$ cat src/sv/sliding_window_minmax_normalizer_core_defines.svh
// ----------------------------------------------------------------------------
// Assertion macros for the sliding window min/max normalizer
// Clocked property checks that can be removed by defining NO_ASSERTIONS.
// ----------------------------------------------------------------------------
`ifndef SLIDING_WINDOW_MINMAX_NORMALIZER_CORE_DEFINES_SVH
`define SLIDING_WINDOW_MINMAX_NORMALIZER_CORE_DEFINES_SVH
`ifndef NO_ASSERTIONS
`define SWMM_ASSERT(lbl, clk, rstn, prop, msg) \
    lbl: assert property (@(posedge clk) disable iff (!rstn) prop) else $error(msg);
`define SWMM_ASSERT_ALWAYS(lbl, clk, prop, msg) \
    lbl: assert property (@(posedge clk) prop) else $error(msg);
`else
`define SWMM_ASSERT(lbl, clk, rstn, prop, msg)
`define SWMM_ASSERT_ALWAYS(lbl, clk, prop, msg)
`endif
`endif

$ cat src/sv/swmm_pkg.sv
// ----------------------------------------------------------------------------
// swmm_pkg
// Shared constants, codes and types of the sliding window normalizer.
// ----------------------------------------------------------------------------
`default_nettype none
package swmm_pkg;

    localparam int WINDOW_DEPTH = 1024;
    localparam int SAMPLE_BITS  = 32;
    localparam int ADDR_BITS    = $clog2(WINDOW_DEPTH);
    localparam int LEN_BITS     = $clog2(WINDOW_DEPTH + 1);
    localparam int FRAC_BITS    = 14;
    localparam int QUO_BITS     = FRAC_BITS + 1;
    localparam int NORM_BITS    = 16;
    localparam int REM_BITS     = SAMPLE_BITS + 1;
    localparam int IDX_BITS     = 2;
    localparam int CFG_BITS     = LEN_BITS;

    localparam logic [LEN_BITS-1:0]  LEN_MIN   = LEN_BITS'(2);
    localparam logic [LEN_BITS-1:0]  LEN_MAX   = LEN_BITS'(WINDOW_DEPTH);
    localparam logic [LEN_BITS-1:0]  LEN_RESET = LEN_BITS'(10);
    localparam logic [NORM_BITS-1:0] NORM_ONE  = NORM_BITS'(1 << FRAC_BITS);
    localparam logic [NORM_BITS-1:0] NORM_ZERO = '0;

    typedef enum logic [IDX_BITS-1:0] {
        REG_WINDOW_LENGTH = 2'd0,
        REG_LOG_MODE      = 2'd1,
        REG_NORMALIZE_ON  = 2'd2,
        REG_UNUSED        = 2'd3
    } reg_idx_t;

    typedef enum logic [2:0] {
        S_IDLE,
        S_WRITE,
        S_SCAN,
        S_UPDATE,
        S_PREP,
        S_DIV,
        S_DONE
    } state_t;

    typedef struct packed {
        logic                   valid;
        logic                   bypass;
        logic [NORM_BITS-1:0]   bypass_val;
        logic                   neg;
        logic [REM_BITS-1:0]    rem;
        logic [SAMPLE_BITS-1:0] den;
        logic [QUO_BITS-1:0]    quo;
    } div_tok_t;

endpackage
`default_nettype wire

$ cat src/sv/swmm_div_cell.sv
// ----------------------------------------------------------------------------
// swmm_div_cell
// One restoring division step: resolves one quotient bit, passes on.
// ----------------------------------------------------------------------------
`default_nettype none
module swmm_div_cell (
    input  wire logic               clk,
    input  wire logic               rst_n,
    input  wire swmm_pkg::div_tok_t tok_in,
    output swmm_pkg::div_tok_t      tok_out
);

    logic                                 valid_reg;
    swmm_pkg::div_tok_t                   data_reg;
    swmm_pkg::div_tok_t                   data_next;
    logic                                 ge;
    logic [swmm_pkg::REM_BITS-1:0]        diff;
    logic [swmm_pkg::REM_BITS-1:0]        kept;

    always_comb
    begin
        ge   = tok_in.rem >= {1'b0, tok_in.den};
        diff = tok_in.rem - {1'b0, tok_in.den};
        kept = ge ? diff : tok_in.rem;
        data_next       = tok_in;
        data_next.rem   = {kept[swmm_pkg::REM_BITS-2:0], 1'b0};
        data_next.quo   = {tok_in.quo[swmm_pkg::QUO_BITS-2:0], ge};
    end

    always_ff @(posedge clk or negedge rst_n)
    begin
        if (!rst_n)
            valid_reg <= 1'b0;
        else
            valid_reg <= tok_in.valid;
    end

    always_ff @(posedge clk)
    begin
        data_reg <= data_next;
    end

    always_comb
    begin
        tok_out       = data_reg;
        tok_out.valid = valid_reg;
    end

endmodule
`default_nettype wire

$ cat src/sv/swmm_div_chain.sv
// ----------------------------------------------------------------------------
// swmm_div_chain
// Row of division cells, one quotient bit per cell, MSB first.
// ----------------------------------------------------------------------------
`default_nettype none
module swmm_div_chain (
    input  wire logic               clk,
    input  wire logic               rst_n,
    input  wire swmm_pkg::div_tok_t tok_in,
    output swmm_pkg::div_tok_t      tok_out
);

    swmm_pkg::div_tok_t link [swmm_pkg::QUO_BITS+1];

    assign link[0] = tok_in;

    for (genvar k = 0; k < swmm_pkg::QUO_BITS; k++)
    begin : g_cell
        swmm_div_cell u_cell (
            .clk    (clk),
            .rst_n  (rst_n),
            .tok_in (link[k]),
            .tok_out(link[k+1])
        );
    end

    assign tok_out = link[swmm_pkg::QUO_BITS];

endmodule
`default_nettype wire

$ cat config.mk
export PLATFORM = sky130hd
export DESIGN_NAME = swmm_div_chain
export DESIGN_NICKNAME = d
export VERILOG_FILES = /design/src/sv/sliding_window_minmax_normalizer_core_defines.svh /design/src/sv/swmm_pkg.sv /design/src/sv/swmm_div_cell.sv /design/src/sv/swmm_div_chain.sv
export SDC_FILE = /design/constraint.sdc
export NUM_CORES = 2
export LEC_CHECK = 0
export BUFFER_PORTS_ARGS = -buffer_cell sky130_fd_sc_hd__buf_4
export CAP_MARGIN = 0
export CORE_ASPECT_RATIO = 1.25
export CORE_UTILIZATION = 50
export CTS_BUF_LIST = sky130_fd_sc_hd__clkbuf_2
export CTS_CLUSTER_SIZE = 10
export DETAILED_ROUTE_END_ITERATION = 12
export PLACE_DENSITY = 0.77
export SETUP_SLACK_MARGIN = 0.5
export SYNTH_ARGS = -nofsm -noshare
export SYNTH_HDL_FRONTEND = slang
export SYNTH_SLANG_ARGS = --single-unit
$ cat constraint.sdc
create_clock -name clk -period 3.45 [get_ports clk]
set_input_delay 0.5175 -clock clk [delete_from_list [all_inputs] [get_ports clk]]
set_output_delay 0.5175 -clock clk [all_outputs]
set_load 0.05 [all_outputs]
==> metrics.md <==
| Metric | Value |
|---|---|
| Synth Instances | 6,156 |
| CP delay by family, top | simple AND/OR/NAND/NOR gates |
| Num CTS Buffers | between 300 and 400 |
| Commonest non-fill, non-tap cells in the layout | 1,261 x dfxtp_1, 629 x buf_4, 567 x inv_1 |
| Outcome | finished, final reports clean |
| Share of cells above drive strength 1 | 0.2711 |
| Final HPWL DP | 109,600 um |
| CP Max Fanout | 8 |
| Gr ovfl total | 0 |
| Placed Instance Area | 64,960 um2 |
| Worst min-delay path category | in2reg |
| Clock Latency Late Sink | 1740 ps |
| TritonCTS clock tree | yes |
| Final Critical Period | 3379 ps |
| P_leak | 0.03558 uW |
| Die height | 385.9 um |
| Routed Antenna Nets | 0 |
| Maximum vdd ir drop | around 500 uV |
| Num rows | 140 |
| Final count of hold timing violations | 0 |
| Port bufs | 183 |
| Reg-to-reg slack, setup | 70 ps |
| First-pass GRT wire length | 239,400 um |
| Dominant synthesized flop cell | dfxtp_1 |
| Design area | 76,150 um2 |
| Final WS setup | 71.25 ps |
| Synthesis-to-finish area growth | 29.17% |
| Starting Density | 0.5054 |
| CTS root buf | clkbuf_2 |
| Power Dens Cells | 1041 nW/um2 |
| Syn_area_per_cell | about 9.6 um2 |
| Startpoint class of the critical path | flip-flop |
| Max cap viols | 0 |
| Worst slew pin tran | 1228 ps |
| EDFF count, synth | 0 |
| Commonest non-fill, non-tap cell in the layout | dfxtp_1 |
| WP data required | around 5000 ps |
| Sequential share of the synthesized area | 0.4648 |
| CP max-delay cell | or4_4 |
| Library cells used by synthesis | 107 |
| Fillers | between 9k and 10k |
| Via density | between 5 and 6 |
| All-Layer GR Usage | 0.2549 |
| Clk sinks | 1,365 |
| Largest net degree at the start of global routing | 34 |
| Critical path class | reg2reg |
| #FFs+latches synth | about 1.4k |
| Critical path capture point type | flip-flop |
| Net Count, Synth | about 6.8k |
| Die width | 309.1 um |
| Post-layout nets | 7,930 |
| Ys Warns | 0 |
| Vias in the first global route | roughly 50k |
| Worst Clk Skew | 123.8 ps |
| Worst path cell trace | inv_1 > ha_1 > nand4_1 > or4_4 > or4_4 > buf_6 > a311oi_4 > nor4_4 > buf_6 > buf_12 > buf_16 > mux2_4 |
| Final setup viols | 0 |
| Buf/Inv on CP | 5 |
| Total negative setup slack | 0 ps |
| DR iter-0 viols | 2,354 |
| Place WS | -294.6 ps |
| Core box area | 116,700 um2 |
| Wire per inst | 17.68 um |
| WP data arrival | 4910 ps |
| CP max stage delay | 600 ps |
| Max Fclk | 296.0 MHz |
| I/O Pins | 200 |
| Post-Layout Cell Count | 9,113 |
| Placed Instances | 8,151 |
| Final wirelength | approximately 160,000 um |
| Die area | 119,300 um2 |
| Clk slew on worst S/H paths | ~110 ps |
| Gpl congestion | between 0.9 and 1 |
| Max-slew violation count | 0 |
| Final period util | 0.9793 |
| Async S/R FF share, synth | 0.01099 |
| DRC viols | 0 |
| 1st-pass router iterations | 6 |
| Vias | between 40k and 50k |
| RSZ-0062 raised after global routing | true |
| Relative slew slack | 0.1815 |
| CTS H-tree depth | 5 |
| Max reg flops | 1,350 |
| Antenna violations before repair | 3 |
| Synthesized area | 58,960 um2 |
| Clock Path Buffers | 4 |
worst paths after layout:
path                                                   start                            to  cells after the start
min in group asynchronous                              rst_n    g_cell[0].u_cell.valid_reg                      4
worst max-delay path            g_cell[0].u_cell.tok_out[37]  g_cell[1].u_cell.tok_out[78]                     12
worst max register to register  g_cell[0].u_cell.tok_out[37]  g_cell[1].u_cell.tok_out[78]                     12
worst min register to register  g_cell[2].u_cell.tok_out[90]  g_cell[3].u_cell.tok_out[90]                      0
worst min-delay path                              tok_in[61]  g_cell[0].u_cell.tok_out[62]                      4
max in group asynchronous                              rst_n   g_cell[13].u_cell.valid_reg                      4
area by class of cell:
type	instances	area, um2	area share
diodes	7	17.52	0.0002300
clock buffers	475	2377	0.03122
clock inverters	75	389.1	0.005110
inverters	601	2278	0.02992
multi-input cells	4041	32170	0.4225
flip-flops and latches	1365	27520	0.3614
well taps	1562	1954	0.02566
repair buffers	987	9442	0.1240
synth_stat cells (18+ instances only):
cell type,number,area (um2)
clkbuf_1,87,326.6
nand2_1,444,1667
o21bai_1,52,390.4
ha_1,480,6006
nor2b_1,74,462.9
xnor2_1,248,2172
and3_1,40,250.2
a21oi_1,517,2587
nand4_1,77,481.7
mux2_4,25,375.4
or3_1,18,112.6
dfxtp_1,1350,27030
and2_1,27,168.9
nand3_1,93,465.5
a31oi_1,53,331.6
a211oi_1,37,277.8
xor2_1,156,1366
o21ai_0,378,1892
nor3_1,71,355.3
nand2b_1,73,456.7
a21o_1,245,1839
mux2_2,148,1667
inv_1,600,2252
o211ai_1,21,157.7
o21ai_1,23,115.1
o21a_1,70,525.5
o31ai_1,34,255.2
nor2_1,338,1269
buf_2,33,165.2
cells by family after synthesis:
kind of cell	Yosys count	share of synthesized area
buffers and inverters	751	0.05117
muxes	190	0.03767
and+or+nand+nor	1326	0.1057
DFF	1365	0.4648
xor gates and xnor gates	404	0.06002
other	1	0.00006361
AOI/OAI and AO/OA	1624	0.1737
adders and majority gates	495	0.1070
report_power, final:
part / internal (uW) / switching [uW] / total, uW
Sequential: 20100 / 2300 / 22400
Combinational: 23000 / 23800 / 46800
Clock: 3880 / 6090 / 9970
Total: 47000 / 32200 / 79200
worst register-to-register path, stage by stage, from the launching register on:
cell,delay [ps]
dfxtp_2,370
inv_1,50
ha_1,280
nand4_1,200
or4_4,600
or4_4,430
buf_6,170
a311oi_4,350
nor4_4,60
buf_6,150
buf_12,130
buf_16,150
mux2_4,300
metrics by stage:
step                      utilization  hold slack [ps]  total power, uW
after detailed placement       0.5568            312.1            59300
final                          0.6528            197.8            79240
after CTS                      0.6215            3.450            73400
after global placement         0.5568            309.5            58690
after floorplan                     -            221.9            48450
after global routing           0.6527            121.1            84670
layer usage:
metal	part of all wire	global-route usage	routed length (um)	vias to the layer above
met5	0	0	0	-
met1	0.31	0.1964	49330	22390
met4	0.097	0.2335	15570	0
met2	0.56	0.5173	90490	1396
li1	-	-	-	23820
met3	0.035	0.04793	5716	621
repair_timing:
item,CTS,global route
resized for setup,347,569
hold endpoints to repair,99,0
gates cloned,21,20
endpoints found under the setup margin,469,486
buffers inserted,53,84
pin swaps,116,183
hold buffers,227,0
Note: power is estimated with default switching activity, not from simulation.
